## src/pod_pkg.sv

```systemverilog
// ----------------------------------------------------------------------------
// pod_pkg: shared types and codes of the priority job dispatcher
// Command codes and the decoded command that passes from front to back end.
// ----------------------------------------------------------------------------
package pod_pkg;

   localparam logic [2:0] CMD_ADD_TAIL   = 3'd0;
   localparam logic [2:0] CMD_ADD_HEAD   = 3'd1;
   localparam logic [2:0] CMD_CANCEL_ONE = 3'd2;
   localparam logic [2:0] CMD_CANCEL_ALL = 3'd3;
   localparam logic [2:0] CMD_SUSPEND    = 3'd4;
   localparam logic [2:0] CMD_RESUME     = 3'd5;
   localparam logic [2:0] CMD_FINISH     = 3'd6;
   localparam logic [2:0] CMD_NOP        = 3'd7;

   typedef struct packed {
      logic [2:0] cmd;
      logic [7:0] job_tag;
      logic [1:0] prio_level;
      logic [7:0] purge_id;
   } job_cmd_type;

   typedef struct packed {
      logic       dispatch_valid;
      logic [7:0] dispatch_tag;
      logic       dispatch_cancelled;
      logic       running_cancel_mark;
      logic       busy_res;
      logic       halted;
      logic       push_dropped;
   } rsp_beat_type;

endpackage

```

## src/pod_if.sv

```systemverilog
// ----------------------------------------------------------------------------
// pod channel interfaces
// Valid/ready channels for command beats and result beats.
// ----------------------------------------------------------------------------
interface pod_req_if;
   logic       valid;
   logic       ready;
   logic [2:0] cmd;
   logic [7:0] job_tag;
   logic [1:0] prio_level;
   logic [7:0] purge_id;
   modport source (output valid, cmd, job_tag, prio_level, purge_id, input ready);
   modport sink   (input valid, cmd, job_tag, prio_level, purge_id, output ready);
endinterface

interface pod_rsp_if;
   logic       valid;
   logic       ready;
   logic       dispatch_valid;
   logic [7:0] dispatch_tag;
   logic       dispatch_cancelled;
   logic       running_cancel_mark;
   logic       busy_res;
   logic       halted;
   logic       push_dropped;
   modport source (output valid, dispatch_valid, dispatch_tag, dispatch_cancelled,
                   running_cancel_mark, busy_res, halted, push_dropped,
                   input ready);
   modport sink   (input valid, dispatch_valid, dispatch_tag, dispatch_cancelled,
                   running_cancel_mark, busy_res, halted, push_dropped,
                   output ready);
endinterface

```

## src/pod_front.sv

```systemverilog
// ----------------------------------------------------------------------------
// pod_front: command intake
// Takes command beats, folds unused codes to a no-op and holds them in a
// two-entry queue for the back end.
// ----------------------------------------------------------------------------
module pod_front
   import pod_pkg::*;
(
   input  logic         clock,
   input  logic         reset,
   pod_req_if.sink      req_ch,
   output logic         op_valid,
   output job_cmd_type  op_data,
   input  logic         op_ready
);

   job_cmd_type fifo_ff [2];
   logic        wr_ptr_ff, wr_ptr_in;
   logic        rd_ptr_ff, rd_ptr_in;
   logic [1:0]  count_ff, count_in;
   logic        push, pop;
   job_cmd_type beat;

   always_comb begin
      beat.cmd        = req_ch.cmd;
      beat.job_tag    = req_ch.job_tag;
      beat.prio_level = req_ch.prio_level;
      beat.purge_id   = req_ch.purge_id;
      if (req_ch.cmd > CMD_FINISH) beat.cmd = CMD_NOP;
   end

   assign req_ch.ready = (count_ff != 2'd2);
   assign push     = req_ch.valid && req_ch.ready;
   assign op_valid = (count_ff != 2'd0);
   assign pop      = op_valid && op_ready;
   assign op_data  = fifo_ff[rd_ptr_ff];

   always_comb begin
      wr_ptr_in = wr_ptr_ff ^ push;
      rd_ptr_in = rd_ptr_ff ^ pop;
      count_in  = count_ff + {1'b0, push} - {1'b0, pop};
   end

   always_ff @(posedge clock) begin
      if (reset) begin
         wr_ptr_ff <= 1'b0;
         rd_ptr_ff <= 1'b0;
         count_ff  <= 2'd0;
      end else begin
         wr_ptr_ff <= wr_ptr_in;
         rd_ptr_ff <= rd_ptr_in;
         count_ff  <= count_in;
      end
      if (push) fifo_ff[wr_ptr_ff] <= beat;
   end

endmodule

```

## src/pod_back.sv

```systemverilog
// ----------------------------------------------------------------------------
// pod_back: command execution
// Sequencer over per-level circular queues in one slot memory: purge and
// cancel scans, insertion, dispatch, and the result register.
// ----------------------------------------------------------------------------
module pod_back
   import pod_pkg::*;
#(
   parameter int NUM_LEVELS  = 4,
   parameter int QUEUE_DEPTH = 16,
   parameter int TAG_BITS    = 8
) (
   input  logic         clock,
   input  logic         reset,
   input  logic         op_valid,
   input  job_cmd_type  op_data,
   output logic         op_ready,
   pod_rsp_if.source    rsp_ch
);

   localparam int TW     = (TAG_BITS < 8) ? TAG_BITS : 8;
   localparam int LVW    = (NUM_LEVELS > 1) ? $clog2(NUM_LEVELS) : 1;
   localparam int IDX_W  = $clog2(QUEUE_DEPTH);
   localparam int FILL_W = $clog2(QUEUE_DEPTH + 1);
   localparam int SLOTS  = NUM_LEVELS * QUEUE_DEPTH;
   localparam int ADDR_W = $clog2(SLOTS);

   localparam logic [2:0] ST_IDLE    = 3'd0;
   localparam logic [2:0] ST_SCAN_RD = 3'd1;
   localparam logic [2:0] ST_SCAN_PR = 3'd2;
   localparam logic [2:0] ST_INSERT  = 3'd3;
   localparam logic [2:0] ST_DISP_RD = 3'd4;
   localparam logic [2:0] ST_DISP_PR = 3'd5;
   localparam logic [2:0] ST_RESULT  = 3'd6;

   typedef struct packed {
      logic [TW-1:0] tag;
      logic [7:0]    pid;
      logic          canc;
   } slot_type;

   function automatic logic [IDX_W-1:0] wrap_add(logic [IDX_W-1:0] a, logic [IDX_W-1:0] b);
      logic [IDX_W:0] sum;
      sum = {1'b0, a} + {1'b0, b};
      if (sum >= (IDX_W+1)'(QUEUE_DEPTH)) sum = sum - (IDX_W+1)'(QUEUE_DEPTH);
      return sum[IDX_W-1:0];
   endfunction

   function automatic logic [ADDR_W-1:0] slot_addr(logic [LVW-1:0] lv, logic [IDX_W-1:0] ix);
      return ADDR_W'(int'(lv) * QUEUE_DEPTH + int'(ix));
   endfunction

   slot_type          mem [SLOTS];
   slot_type          rd_data_ff;
   logic              wr_en, rd_en;
   logic [ADDR_W-1:0] wr_addr, rd_addr;
   slot_type          wr_data;

   logic [2:0]        state_ff, state_in;
   job_cmd_type       op_ff, op_in;
   logic [FILL_W-1:0] fill_ff [NUM_LEVELS];
   logic [FILL_W-1:0] fill_in [NUM_LEVELS];
   logic [IDX_W-1:0]  head_ff [NUM_LEVELS];
   logic [IDX_W-1:0]  head_in [NUM_LEVELS];
   logic [LVW-1:0]    lvl_ff, lvl_in;
   logic [FILL_W-1:0] idx_ff, idx_in;
   logic [FILL_W-1:0] keep_ff, keep_in;
   logic              run_valid_ff, run_valid_in;
   logic [TW-1:0]     run_tag_ff, run_tag_in;
   logic [7:0]        run_pid_ff, run_pid_in;
   logic              run_canc_ff, run_canc_in;
   logic              susp_ff, susp_in;
   logic              dropped_ff, dropped_in;
   logic              started_ff, started_in;
   logic [TW-1:0]     dtag_ff, dtag_in;
   logic              dcanc_ff, dcanc_in;
   logic              out_valid_ff, out_valid_in;
   rsp_beat_type      out_ff, out_in;

   logic              is_purge;
   logic [TW-1:0]     op_tag, in_tag;
   logic [LVW-1:0]    ins_lvl, pick_lvl;
   logic              level_ok, pick_found, any_fill, out_load;
   logic [FILL_W-1:0] cur_fill;
   logic [IDX_W-1:0]  cur_head;

   assign is_purge = (op_ff.cmd == CMD_ADD_TAIL) || (op_ff.cmd == CMD_ADD_HEAD);
   assign op_tag   = op_ff.job_tag[TW-1:0];
   assign in_tag   = op_data.job_tag[TW-1:0];
   assign ins_lvl  = LVW'(op_ff.prio_level);
   assign level_ok = int'(op_ff.prio_level) < NUM_LEVELS;
   assign cur_fill = fill_ff[lvl_ff];
   assign cur_head = head_ff[lvl_ff];
   assign op_ready = (state_ff == ST_IDLE);
   assign out_load = (state_ff == ST_RESULT) && (!out_valid_ff || rsp_ch.ready);

   always_comb begin
      pick_found = 1'b0;
      pick_lvl   = '0;
      any_fill   = 1'b0;
      for (int k = NUM_LEVELS - 1; k >= 0; k--) begin
         if (fill_ff[k] != '0) begin
            pick_found = 1'b1;
            pick_lvl   = LVW'(k);
            any_fill   = 1'b1;
         end
      end
   end

   always_comb begin
      state_in     = state_ff;
      op_in        = op_ff;
      fill_in      = fill_ff;
      head_in      = head_ff;
      lvl_in       = lvl_ff;
      idx_in       = idx_ff;
      keep_in      = keep_ff;
      run_valid_in = run_valid_ff;
      run_tag_in   = run_tag_ff;
      run_pid_in   = run_pid_ff;
      run_canc_in  = run_canc_ff;
      susp_in      = susp_ff;
      dropped_in   = dropped_ff;
      started_in   = started_ff;
      dtag_in      = dtag_ff;
      dcanc_in     = dcanc_ff;
      wr_en        = 1'b0;
      wr_addr      = '0;
      wr_data      = rd_data_ff;
      rd_en        = 1'b0;
      rd_addr      = '0;

      unique case (state_ff)
         ST_IDLE: begin
            if (op_valid) begin
               op_in      = op_data;
               dropped_in = 1'b0;
               started_in = 1'b0;
               dtag_in    = '0;
               dcanc_in   = 1'b0;
               lvl_in     = '0;
               idx_in     = '0;
               keep_in    = '0;
               unique case (op_data.cmd)
                  CMD_ADD_TAIL, CMD_ADD_HEAD, CMD_CANCEL_ONE: state_in = ST_SCAN_RD;
                  CMD_CANCEL_ALL: begin
                     for (int k = 0; k < NUM_LEVELS; k++) fill_in[k] = '0;
                     if (run_valid_ff) run_canc_in = 1'b1;
                     state_in = ST_RESULT;
                  end
                  CMD_SUSPEND: begin
                     susp_in  = 1'b1;
                     state_in = ST_RESULT;
                  end
                  CMD_RESUME: begin
                     susp_in  = 1'b0;
                     state_in = susp_ff ? ST_DISP_RD : ST_RESULT;
                  end
                  CMD_FINISH: begin
                     if (run_valid_ff && run_tag_ff == in_tag) begin
                        run_valid_in = 1'b0;
                        run_canc_in  = 1'b0;
                     end
                     state_in = ST_DISP_RD;
                  end
                  default: state_in = ST_RESULT;
               endcase
            end
         end
         ST_SCAN_RD: begin
            if (idx_ff >= cur_fill) begin
               if (is_purge) fill_in[lvl_ff] = keep_ff;
               idx_in  = '0;
               keep_in = '0;
               if (lvl_ff == LVW'(NUM_LEVELS - 1)) begin
                  if (is_purge) begin
                     if (run_valid_ff && run_pid_ff == op_ff.purge_id) run_canc_in = 1'b1;
                     state_in = ST_INSERT;
                  end else begin
                     if (run_valid_ff && run_tag_ff == op_tag) run_canc_in = 1'b1;
                     state_in = ST_RESULT;
                  end
               end else begin
                  lvl_in = lvl_ff + 1'b1;
               end
            end else begin
               rd_en    = 1'b1;
               rd_addr  = slot_addr(lvl_ff, wrap_add(cur_head, IDX_W'(idx_ff)));
               state_in = ST_SCAN_PR;
            end
         end
         ST_SCAN_PR: begin
            if (is_purge) begin
               if (rd_data_ff.pid != op_ff.purge_id) begin
                  wr_en   = 1'b1;
                  wr_addr = slot_addr(lvl_ff, wrap_add(cur_head, IDX_W'(keep_ff)));
                  keep_in = keep_ff + 1'b1;
               end
            end else if (rd_data_ff.tag == op_tag) begin
               wr_en        = 1'b1;
               wr_addr      = slot_addr(lvl_ff, wrap_add(cur_head, IDX_W'(idx_ff)));
               wr_data.canc = 1'b1;
            end
            idx_in   = idx_ff + 1'b1;
            state_in = ST_SCAN_RD;
         end
         ST_INSERT: begin
            wr_data.tag  = op_tag;
            wr_data.pid  = op_ff.purge_id;
            wr_data.canc = 1'b0;
            if (!level_ok || fill_ff[ins_lvl] >= FILL_W'(QUEUE_DEPTH)) begin
               dropped_in = 1'b1;
            end else begin
               wr_en = 1'b1;
               if (op_ff.cmd == CMD_ADD_HEAD) begin
                  head_in[ins_lvl] = (head_ff[ins_lvl] == '0) ? IDX_W'(QUEUE_DEPTH - 1)
                                                             : head_ff[ins_lvl] - 1'b1;
                  wr_addr = slot_addr(ins_lvl, head_in[ins_lvl]);
               end else begin
                  wr_addr = slot_addr(ins_lvl,
                                      wrap_add(head_ff[ins_lvl], IDX_W'(fill_ff[ins_lvl])));
               end
               fill_in[ins_lvl] = fill_ff[ins_lvl] + 1'b1;
            end
            state_in = ST_DISP_RD;
         end
         ST_DISP_RD: begin
            if (run_valid_ff || susp_ff || !pick_found) begin
               state_in = ST_RESULT;
            end else begin
               lvl_in   = pick_lvl;
               rd_en    = 1'b1;
               rd_addr  = slot_addr(pick_lvl, head_ff[pick_lvl]);
               state_in = ST_DISP_PR;
            end
         end
         ST_DISP_PR: begin
            run_valid_in    = 1'b1;
            run_tag_in      = rd_data_ff.tag;
            run_pid_in      = rd_data_ff.pid;
            run_canc_in     = rd_data_ff.canc;
            head_in[lvl_ff] = wrap_add(cur_head, IDX_W'(1));
            fill_in[lvl_ff] = cur_fill - 1'b1;
            started_in      = 1'b1;
            dtag_in         = rd_data_ff.tag;
            dcanc_in        = rd_data_ff.canc;
            state_in        = ST_RESULT;
         end
         ST_RESULT: begin
            if (out_load) state_in = ST_IDLE;
         end
         default: state_in = ST_IDLE;
      endcase
   end

   always_comb begin
      out_in                     = out_ff;
      out_valid_in               = out_valid_ff;
      if (out_load) begin
         out_valid_in               = 1'b1;
         out_in.dispatch_valid      = started_ff;
         out_in.dispatch_tag        = 8'(dtag_ff);
         out_in.dispatch_cancelled  = dcanc_ff;
         out_in.running_cancel_mark = run_valid_ff && run_canc_ff;
         out_in.busy_res            = run_valid_ff || any_fill;
         out_in.halted              = susp_ff;
         out_in.push_dropped        = dropped_ff;
      end else if (rsp_ch.ready) begin
         out_valid_in = 1'b0;
      end
   end

   always_ff @(posedge clock) begin
      if (wr_en) mem[wr_addr] <= wr_data;
      if (rd_en) rd_data_ff <= mem[rd_addr];
   end

   always_ff @(posedge clock) begin
      if (reset) begin
         state_ff     <= ST_IDLE;
         for (int k = 0; k < NUM_LEVELS; k++) begin
            fill_ff[k] <= '0;
            head_ff[k] <= '0;
         end
         run_valid_ff <= 1'b0;
         run_tag_ff   <= '0;
         run_pid_ff   <= '0;
         run_canc_ff  <= 1'b0;
         susp_ff      <= 1'b0;
         out_valid_ff <= 1'b0;
      end else begin
         state_ff     <= state_in;
         fill_ff      <= fill_in;
         head_ff      <= head_in;
         run_valid_ff <= run_valid_in;
         run_tag_ff   <= run_tag_in;
         run_pid_ff   <= run_pid_in;
         run_canc_ff  <= run_canc_in;
         susp_ff      <= susp_in;
         out_valid_ff <= out_valid_in;
      end
      op_ff      <= op_in;
      lvl_ff     <= lvl_in;
      idx_ff     <= idx_in;
      keep_ff    <= keep_in;
      dropped_ff <= dropped_in;
      started_ff <= started_in;
      dtag_ff    <= dtag_in;
      dcanc_ff   <= dcanc_in;
      out_ff     <= out_in;
   end

   assign rsp_ch.valid               = out_valid_ff;
   assign rsp_ch.dispatch_valid      = out_ff.dispatch_valid;
   assign rsp_ch.dispatch_tag        = out_ff.dispatch_tag;
   assign rsp_ch.dispatch_cancelled  = out_ff.dispatch_cancelled;
   assign rsp_ch.running_cancel_mark = out_ff.running_cancel_mark;
   assign rsp_ch.busy_res            = out_ff.busy_res;
   assign rsp_ch.halted              = out_ff.halted;
   assign rsp_ch.push_dropped        = out_ff.push_dropped;

   // compaction never writes ahead of the read point
   a_keep_behind: assert property (@(posedge clock) disable iff (reset)
      (state_ff == ST_SCAN_PR) |-> (keep_ff <= idx_ff))
      else $error("purge write index ahead of scan");

   a_disp_running: assert property (@(posedge clock) disable iff (reset)
      (state_ff == ST_DISP_PR) |=> run_valid_ff)
      else $error("dispatch did not start a job");

   a_disp_nonempty: assert property (@(posedge clock) disable iff (reset)
      (state_ff == ST_DISP_RD && !run_valid_ff && !susp_ff && pick_found)
      |-> (fill_ff[pick_lvl] != '0))
      else $error("dispatch from empty level");

   a_fill_bound: assert property (@(posedge clock) disable iff (reset)
      (state_ff == ST_INSERT && !dropped_in) |=> (fill_ff[ins_lvl] <= FILL_W'(QUEUE_DEPTH)))
      else $error("queue overfilled");

endmodule

```

## src/priority_op_queue_dispatcher_unit.sv

```systemverilog
// ----------------------------------------------------------------------------
// Steps, acceptance to result beat: a push scans every queued job on all levels,
// inserts, then tries a dispatch; cancel-one scans every queued job; other
// commands go to the result, some by way of a dispatch. The back end runs one
// command at a time; the front queue holds two more. Result stalls hold the back end.
// Reset: synchronous; clears queue fill counts, running job and suspend flag.
// Slot memory is not cleared; no clearing pass.
// ----------------------------------------------------------------------------
// priority_op_queue_dispatcher_unit: strict-priority job dispatcher
// Front end buffers command beats; back end runs them on the slot queues.
// ----------------------------------------------------------------------------
module priority_op_queue_dispatcher_unit
   import pod_pkg::*;
#(
   parameter int NUM_LEVELS  = 4,
   parameter int QUEUE_DEPTH = 16,
   parameter int TAG_BITS    = 8
) (
   input  logic      clock,
   input  logic      reset,
   pod_req_if.sink   req_ch,
   pod_rsp_if.source rsp_ch
);

   logic        op_valid, op_ready;
   job_cmd_type op_data;

   pod_front u_front (
      .clock    (clock),
      .reset    (reset),
      .req_ch   (req_ch),
      .op_valid (op_valid),
      .op_data  (op_data),
      .op_ready (op_ready)
   );

   pod_back #(
      .NUM_LEVELS  (NUM_LEVELS),
      .QUEUE_DEPTH (QUEUE_DEPTH),
      .TAG_BITS    (TAG_BITS)
   ) u_back (
      .clock    (clock),
      .reset    (reset),
      .op_valid (op_valid),
      .op_data  (op_data),
      .op_ready (op_ready),
      .rsp_ch   (rsp_ch)
   );

endmodule

```

## src/flat_wrapper.sv

```systemverilog
// flat-port wrapper written by rule: the top's interface ports become plain ports
module priority_op_queue_dispatcher_unit_flat import pod_pkg::*;
#(
   parameter int NUM_LEVELS  = 4,
   parameter int QUEUE_DEPTH = 16,
   parameter int TAG_BITS    = 8
)
  (clock, reset, req_ch_valid, req_ch_cmd, req_ch_job_tag, req_ch_prio_level, req_ch_purge_id, req_ch_ready, rsp_ch_valid, rsp_ch_dispatch_valid, rsp_ch_dispatch_tag, rsp_ch_dispatch_cancelled, rsp_ch_running_cancel_mark, rsp_ch_busy_res, rsp_ch_halted, rsp_ch_push_dropped, rsp_ch_ready);
  pod_req_if req_ch_i ();
  pod_rsp_if rsp_ch_i ();
  input  logic clock;
  input  logic reset;
  input wire logic [$bits(req_ch_i.valid)-1:0] req_ch_valid;
  input wire logic [$bits(req_ch_i.cmd)-1:0] req_ch_cmd;
  input wire logic [$bits(req_ch_i.job_tag)-1:0] req_ch_job_tag;
  input wire logic [$bits(req_ch_i.prio_level)-1:0] req_ch_prio_level;
  input wire logic [$bits(req_ch_i.purge_id)-1:0] req_ch_purge_id;
  output wire logic [$bits(req_ch_i.ready)-1:0] req_ch_ready;
  output wire logic [$bits(rsp_ch_i.valid)-1:0] rsp_ch_valid;
  output wire logic [$bits(rsp_ch_i.dispatch_valid)-1:0] rsp_ch_dispatch_valid;
  output wire logic [$bits(rsp_ch_i.dispatch_tag)-1:0] rsp_ch_dispatch_tag;
  output wire logic [$bits(rsp_ch_i.dispatch_cancelled)-1:0] rsp_ch_dispatch_cancelled;
  output wire logic [$bits(rsp_ch_i.running_cancel_mark)-1:0] rsp_ch_running_cancel_mark;
  output wire logic [$bits(rsp_ch_i.busy_res)-1:0] rsp_ch_busy_res;
  output wire logic [$bits(rsp_ch_i.halted)-1:0] rsp_ch_halted;
  output wire logic [$bits(rsp_ch_i.push_dropped)-1:0] rsp_ch_push_dropped;
  input wire logic [$bits(rsp_ch_i.ready)-1:0] rsp_ch_ready;
  assign req_ch_i.valid = req_ch_valid;
  assign req_ch_i.cmd = req_ch_cmd;
  assign req_ch_i.job_tag = req_ch_job_tag;
  assign req_ch_i.prio_level = req_ch_prio_level;
  assign req_ch_i.purge_id = req_ch_purge_id;
  assign req_ch_ready = req_ch_i.ready;
  assign rsp_ch_valid = rsp_ch_i.valid;
  assign rsp_ch_dispatch_valid = rsp_ch_i.dispatch_valid;
  assign rsp_ch_dispatch_tag = rsp_ch_i.dispatch_tag;
  assign rsp_ch_dispatch_cancelled = rsp_ch_i.dispatch_cancelled;
  assign rsp_ch_running_cancel_mark = rsp_ch_i.running_cancel_mark;
  assign rsp_ch_busy_res = rsp_ch_i.busy_res;
  assign rsp_ch_halted = rsp_ch_i.halted;
  assign rsp_ch_push_dropped = rsp_ch_i.push_dropped;
  assign rsp_ch_i.ready = rsp_ch_ready;
  priority_op_queue_dispatcher_unit #(.NUM_LEVELS(NUM_LEVELS), .QUEUE_DEPTH(QUEUE_DEPTH), .TAG_BITS(TAG_BITS)) u_core (.clock(clock), .reset(reset), .req_ch(req_ch_i), .rsp_ch(rsp_ch_i));
endmodule
```

## config.mk

```make
export PLATFORM = sky130hd
export DESIGN_NAME = priority_op_queue_dispatcher_unit_flat
export DESIGN_NICKNAME = d
export VERILOG_FILES = /design/src/pod_pkg.sv /design/src/pod_if.sv /design/src/pod_front.sv /design/src/pod_back.sv /design/src/priority_op_queue_dispatcher_unit.sv /design/src/flat_wrapper.sv
export SDC_FILE = /design/constraint.sdc
export NUM_CORES = 1
export LEC_CHECK = 0
export ABC_AREA = 1
export BUFFER_PORTS_ARGS = -buffer_cell sky130_fd_sc_hd__buf_2
export CAP_MARGIN = 0
export CELL_PAD_IN_SITES_DETAIL_PLACEMENT = 0
export CELL_PAD_IN_SITES_GLOBAL_PLACEMENT = 1
export CORE_ASPECT_RATIO = 0.8
export CORE_MARGIN = 8
export CORE_UTILIZATION = 29
export CTS_CLUSTER_SIZE = 40
export DETAILED_ROUTE_END_ITERATION = 6
export PLACE_DENSITY = 0.59
export REMOVE_ABC_BUFFERS = 1
export SYNTH_ARGS = -nofsm -noshare
export SYNTH_HDL_FRONTEND = slang
export SYNTH_SLANG_ARGS = --single-unit
```

## constraint.sdc

```tcl
create_clock -name clock -period 11.1 [get_ports clock]
set_clock_uncertainty 0.1 [all_clocks]
set_input_delay 2.775 -clock clock [delete_from_list [all_inputs] [get_ports clock]]
set_output_delay 2.775 -clock clock [all_outputs]
set_load 0.01 [all_outputs]
```

**Word-level counts from Yosys, hierarchy flattened**

Memories as Yosys holds them, arrays and structs flattened. A register that Yosys moved wholly into a read port is not among the register bits.
Cells that the tools add are included.

- Register bits after elaboration: 121
- Word-level logic and storage cells: 300
- Output and inout port bits: 16
- ROM bits: 0
- Input port bits: 25
- Memories kept: 2
- Bits in latches: 0
- Bits in writable memories: 1130

- Reductions and logical operators: 47
- Shift-type cells: 0
- Div/mod/pow operators: 0
- $add $sub $neg: 22
- Eq/ne operators: 41
- $lt $le $gt $ge: 12
- Multiply operators: 0
- Bitwise gates (word level): 5
- Muxes and demuxes: 135

Memories:

| name | words | width | read ports | clocked after memory_dff | wr ports | line | text |
|---|---|---|---|---|---|---|---|
| u_core.u_back.mem | 64 | 17 | 1 | 1 | 1 | pod_back.sv:53 | `slot_type mem [SLOTS];` |
| u_core.u_front.fifo_ff | 2 | 21 | 1 | 1 | 1 | pod_front.sv:17 | `job_cmd_type fifo_ff [2];` |

Operators with widths:

| kind | number |
|---|---|
| two-way mux 4 bit | 27 |
| two-way mux 20 bit | 5 |
| one-hot mux 20 bit (4 select lines) | 1 |
| bitwise mux 20 bit | 3 |
| two-way mux 5 bit | 10 |
| two-way mux 16 bit | 3 |
| two-way mux 6 bit | 7 |
| adder 6 x 4 -> 6 bit | 6 |
| binary-select mux 4 bit (select 2 bit) | 4 |
| bitwise mux 16 bit | 2 |
| == test 8 bit | 4 |
| inequality test 2 bit, second input constant | 16 |
| one-hot mux 16 bit (2 select lines) | 1 |
| two-way mux 1 bit | 31 |
| one-hot mux 5 bit (3 select lines) | 2 |
| >= comparator 5 bit, second input constant | 5 |
| one-hot mux 6 bit (2 select lines) | 2 |
| one-hot mux 3 bit (7 select lines) | 1 |
| binary-select mux 5 bit (select 2 bit) | 2 |
| demux 5 bit (select 2 bit) | 2 |
| two-way mux 2 bit | 10 |
| nonzero test 5 bit | 4 |
| subtractor 4 x 1 -> 4 bit, second input constant | 5 |
| == test 3 bit, second input constant | 6 |
| 41 further kinds | 103 |

**Logic depth before layout (Yosys ltp)**

- Word-level depth: 14
- Depth in mapped cells: 23
- Mapped depth without buffers: 21

**Hierarchy**

Synthesis repeated with hierarchy kept, for this count alone.

- Cell total of the unflattened synthesis: 5586
- Area, all modules: 58104.5 um^2

Modules (own cells, without submodules):

| module | area each (um^2) | seq. area each (um^2) | instances | cells an instance |
|---|---|---|---|---|
| pod_back | 56335.3 | 36104.6 | 1 | 5440 |
| pod_front | 1769.2 | 1341.3 | 1 | 146 |

**Worst setup path before layout**

No wires, ideal clock.

- Path kind: reg2reg
- From: reg u_core.u_back.state_ff[2]
- To: mem u_core.u_back.mem[0][4] (netlist bit) (data pin)
- Buffers on the path: 2
- Setup time: 0.702 ns
- Path slack: 6.552 ns
- Required time: 10.298 ns
- Period minus slack after synthesis: 4.548 ns
- Cell stages (with the launch flop): 6
- Data arrival time: 3.746 ns
- Cells stage by stage: dfxtp_1 buf_2 nor3_1 inv_2 clkbuf_1 o21ai_0

RTL lines:

| item | line | text |
|---|---|---|
| start, declared | pod_back.sv:59 | `logic [2:0] state_ff, state_in;` |
| start signal, assigned | pod_back.sv:292 | `state_ff <= state_in;` |
| end, declared | pod_back.sv:53 |  |

**Worst setup path after layout**

- From: reg u_core.u_back.lvl_ff[0]
- To: reg u_core.u_back.rd_data_ff[6] (netlist name)

- Cells in the longest elaborated chain, start to end: 12
- Elaborated cells on any way between the ends: 19
- Those cells by class: add/sub (3); order compare (2); mux (13); bitwise (1)

RTL lines:

| item | line | text |
|---|---|---|
| start, declared | pod_back.sv:65 | `logic [LVW-1:0] lvl_ff, lvl_in;` |
| start signal, assigned | pod_back.sv:303 | `lvl_ff <= lvl_in;` |
| NOT 2 -> 3 bit (not written as such) | pod_back.sv:92, pod_back.sv:93 |  |
| binary-select mux 4 bit (select 2 bit) | pod_back.sv:93 | `assign cur_head = head_ff[lvl_ff];` |
| two-way mux 4 bit (not written as such) (2 in series) | pod_back.sv:93 |  |
| adder 4 x 4 -> 5 bit | pod_back.sv:44 | `sum = {1'b0, a} + {1'b0, b};` |
| subtractor 4 x 1 -> 4 bit / >= comparator 5 bit (equally long branches) | pod_back.sv:45 | `if (sum >= (IDX_W+1)'(QUEUE_DEPTH)) sum = sum - (IDX_W+1)'(QUEUE_DEPTH);` |
| two-way mux 4 bit | pod_back.sv:45 |  |
| two-way mux 4 bit | pod_back.sv:171 | `if (idx_ff >= cur_fill) begin` |
| two-way mux 4 bit | pod_back.sv:133 | `unique case (state_ff)` |
| adder 6 x 4 -> 6 bit | pod_back.sv:50 | `return ADDR_W'(int'(lv) * QUEUE_DEPTH + int'(ix));` |
| two-way mux 6 bit | pod_back.sv:171 |  |
| one-hot mux 6 bit (2 select lines) | pod_back.sv:133 |  |

Parallel ways exist; a longest one is shown, timed or not. The select of a mux whose other input is x is not followed.
A chain may end at the register's enable or synchronous reset.

==> summary.md <==
| Metric | Value |
|---|---|
| R2R Setup Slk | approximately 4.4 ns |
| Setup WS pre-CTS | roughly 4.5 ns |
| Met3 Use GR | roughly 2.7% |
| Crit Path Class | flop to flop |
| Nets | between 5,000 and 6,000 |
| Tmin final | between 6 and 7 ns |
| Core area | 200,100 µm² |
| Post-DP HPWL | 103.4 mm |
| Synth Register Bits | ~1,300 |
| GR Layer Usage met2 | between 20% and 30% |
| Fmax achieved | approximately 150 MHz |
| Met1 Track Usage GR | between 20% and 30% |
| CTS HTree Levels | 4 |
| Leading post-synthesis cells by instance count | 1,205 x edfxtp_1, 1,200 x nand3_1, 935 x nand2_1 |
| Reg clk slew, reported paths | 0.06 ns |
| Worst skew pair latency | about 0.77 ns |
| Antenna violations before repair | 5 |
| DRC viols | 0 |
| Buf/Inv on CP | 3 |
| Worst ir drop on vdd | 0.1714 mV |
| Register Area | 37,450 µm² |
| Post-route setup TNS | 0 ns |
| P&R area growth vs syn | 13.11% |
| Max-slew violation count | 0 |
| R2R cell count | 19 |
| Static Leak | around 25 nW |
| Global-route wire length before repair | 273.5 mm |
| Ports | a little over 40 |
| Die width | ~520 µm |
| Number of synthesized flops with an enable pin | 1,205 |
| Slowest CP cell | edfxtp_1 |
| Least-Margin Pin Slew | 1.277 ns |
| Vias | 40,630 |
| Max_slew headroom | between 10 and 15% |
| Status | finished clean |
| Clock Tree Buf Depth | 3 |
| Final weighted congestion in routability-driven placement | between 0.8 and 0.9 |
| Cell Rows | between 100 and 150 |
| Worst Hold Depth | 0 |
| Count leader, synth | edfxtp_1 |
| Postcts setup bufs | 0 |
| Largest family of logic cells by synthesized area | simple AND/OR/NAND/NOR gates |
| Tcrit/Tclk final | ~60% |
| Synth Area in Compound Gates | around 2.9% |
| Hold buffer count at CTS | 0 |
| Crit path capture type | flop |
| GRT Resource Usage Total | between 10% and 20% |
| GRT Max-Usage Layer | met1 |
| Xor/xnor share of the synthesized area | less than 1% |
| Worst Path Required | approximately 11 ns |
| Unrepaired setup endpoints after global routing | no |
| Vias in the first global route | 38,610 |
| Simple-gate share of the synthesized area | between 20% and 30% |
| Yosys Warn Count | 0 |
| Post-CTS sizing | 0 |
| Initial core utilization | a little under 30% |
| Die height | about 420 µm |
| Endpoints failing setup | 0 |
| Die Area | approximately 220,000 µm² |
| Synth area leader | edfxtp_1 |
| Critical path arrival | around 7.1 ns |
| HP Class | flop to flop |
| Synth Area in Adders | 0.7054% |
| Netlist cell types | 57 |
| Clock Tree Root | clkbuf_16 |
| Cells after Synth | between 5,000 and 6,000 |
| Largest net degree at the start of global routing | 185 |
| Cell Chain, Critical Path | nand2_1, a32oi_1, ha_1, nand2_1, inv_1, nand4_1, nand2_1, nor2_4, nand2_4, nand2_8, buf_12, buf_12, nand2_1, nand3_1, nand3_1, nand3_1, nand3_1, nand3_1, nand2_1 |
| Ranking of synthesized cells by area | edfxtp_1 62%, nand3_1 10%, nand2_1 6.0%, inv_1 5.6%, nand3b_1 4.7% |
| Synth top area share | approximately 62% |
| Synth Area per Inst | 10.43 µm² |
| Primary FF master, synth | edfxtp_1 |
| Final Core Density | between 30% and 40% |
| Hold path endpoint | u_core.u_back.rsp_ch.dispatch_tag[1] |
| Critical path's top delay family | simple AND/OR/NAND/NOR gates |
| Vias/cell | between 4 and 5 |
| Final ANT Viol Nets | 0 |
| Layout cells sized above 1 | under 10% |
| CTS tree | done |
| Final Hold Viols | 0 |
| Total wire length | 187.4 mm |
| Wire per inst | between 20 and 25 µm |
| HP Start | u_core.u_back.dtag_ff[1] |
| Async SR Flop Fraction | 0% |
| Multi-input gate area | about 16,000 µm² |
| Port buffer count | 40 |
| R2r endpoint | u_core.u_back.rd_data_ff[6] |
| Worst setup margin | ~4.4 ns |
| TritonCTS buffer count | 138 |
| Fill cell count | between 20,000 and 25,000 |
| Worst reg2reg startpoint | u_core.u_back.lvl_ff[0] |
| Cell area after synthesis | 58,180 µm² |
| Grt total ovfl | 0 |
| Power Total | between 0.01 and 0.015 W |
| Cell Pwr Density | 200.0 nW/µm² |
| CP Launch Type | flop |
| Worst hold slack | approximately 0.33 ns |
| First-pass detailed-route iteration total | 6 |
| Max cap viols | 0 |
| Sink Count | 1,268 |
| Worst-path fanout max | roughly 180 |
| Max incr delay on CP | 1.00 ns |
| Multiplexer area fraction after synthesis | 0% |
| Initial DRC Count | between 4,000 and 5,000 |
| Register area share after synthesis | 64.36% |
-- how the worst max path moves through the flow --
stage                                  startpoint                      endpoint  slack, ns  cells past startpoint
after floorplan           u_core.u_back.lvl_ff[0]  u_core.u_back.rd_data_ff[15]     -10.87                     19
after global placement    u_core.u_back.lvl_ff[0]  u_core.u_back.rd_data_ff[14]       4.53                     20
after detailed placement  u_core.u_back.lvl_ff[0]   u_core.u_back.rd_data_ff[6]       4.48                     20
after CTS                 u_core.u_back.lvl_ff[0]   u_core.u_back.rd_data_ff[6]       4.46                     20
after global routing      u_core.u_back.lvl_ff[0]   u_core.u_back.rd_data_ff[6]       3.83                     19
final                     u_core.u_back.lvl_ff[0]   u_core.u_back.rd_data_ff[6]       4.37                     19
-- through the flow --
step / cell area, µm² / cells
final: 65810 / 8325
after CTS: 65810 / 8324
after global routing: 65810 / 8324
after floorplan: 56640 / 5252
after detailed placement: 61460 / 8079
after global placement: 61460 / 8079
-- worst reg2reg max path: stages (launching register included) --
cell	delay, ns
edfxtp_1	1.00
nand2_1	0.13
a32oi_1	0.58
ha_1	0.35
nand2_1	0.06
inv_1	0.04
nand4_1	0.06
nand2_1	0.13
nor2_4	0.19
nand2_4	0.33
nand2_8	0.60
buf_12	0.66
buf_12	0.85
nand2_1	0.27
nand3_1	0.10
nand3_1	0.09
nand3_1	0.24
nand3_1	0.15
nand3_1	0.36
nand2_1	0.17
-- cells in the final DEF (no fill, tap or decap), types with 16 or more instances in the layout --
cell type  instances
edfxtp_1        1205
nand3_1         1200
nand2_1          928
inv_1            873
nand3b_1         362
clkbuf_16        143
nor2_1           111
buf_4            101
a21oi_1           84
o21ai_0           73
dfxtp_1           63
nor2_2            55
buf_2             40
xor2_1            36
clkinv_1          34
clkbuf_1          32
ha_1              28
inv_2             26
o211ai_1          25
o21ai_4           16
-- flip-flops by register name, summed over array words and instances (netlist names), 2 cells and up --
signal,count
u_core.u_back.head_ff,16
u_core.u_front.count_ff,2
u_core.u_back.op_tag,8
u_core.u_back.ins_lvl,2
u_core.u_back.fill_ff,20
u_core.u_back.lvl_ff,2
u_core.u_back.run_tag_ff,8
u_core.u_back.state_ff,3
u_core.u_back.dtag_ff,8
u_core.u_front.fifo_ff,42
u_core.u_back.run_pid_ff,8
u_core.u_back.keep_ff,5
u_core.u_back.rsp_ch.dispatch_tag,8
u_core.u_back.rd_data_ff,17
u_core.u_back.mem,1088
u_core.u_back.idx_ff,5
u_core.u_back.op_ff,11
-- cell type report --
cell class,instances,share of cell area (%)
Antenna cell,1,0.003802
Tap cell,2682,5.099
Inverter,904,5.177
Sequential cell,1268,56.90
Clock buffer,181,5.745
Timing Repair Buffer,145,1.578
Clock inverter,64,0.8650
Multi-Input combinational cell,3080,24.63
-- layer usage --
layer / wire (µm) / vias to the layer above
li1: - / 18880
met1: 90590 / 20220
met2: 80220 / 1294
met3: 12870 / 231
met4: 3764 / 0
met5: 0 / -
-- power breakdown --
part	total, W	internal, W	switching (W)
Sequential	0.00579	0.00564	0.000151
Combinational	0.00284	0.000673	0.00216
Clock	0.00453	0.00260	0.00193
-- cell families (layout without fill, tap and decap cells) --
group / after synthesis / in the layout
AOI/OAI and AO/OA: 275 / 275
adders and majority gates: 31 / 31
other: 0 / 1
xor gates and xnor gates: 44 / 44
and+or+nand+nor: 2730 / 2730
buffers and inverters: 1228 / 1294
DFF: 1268 / 1268
No activity file was read; power rests on OpenSTA's default activity.
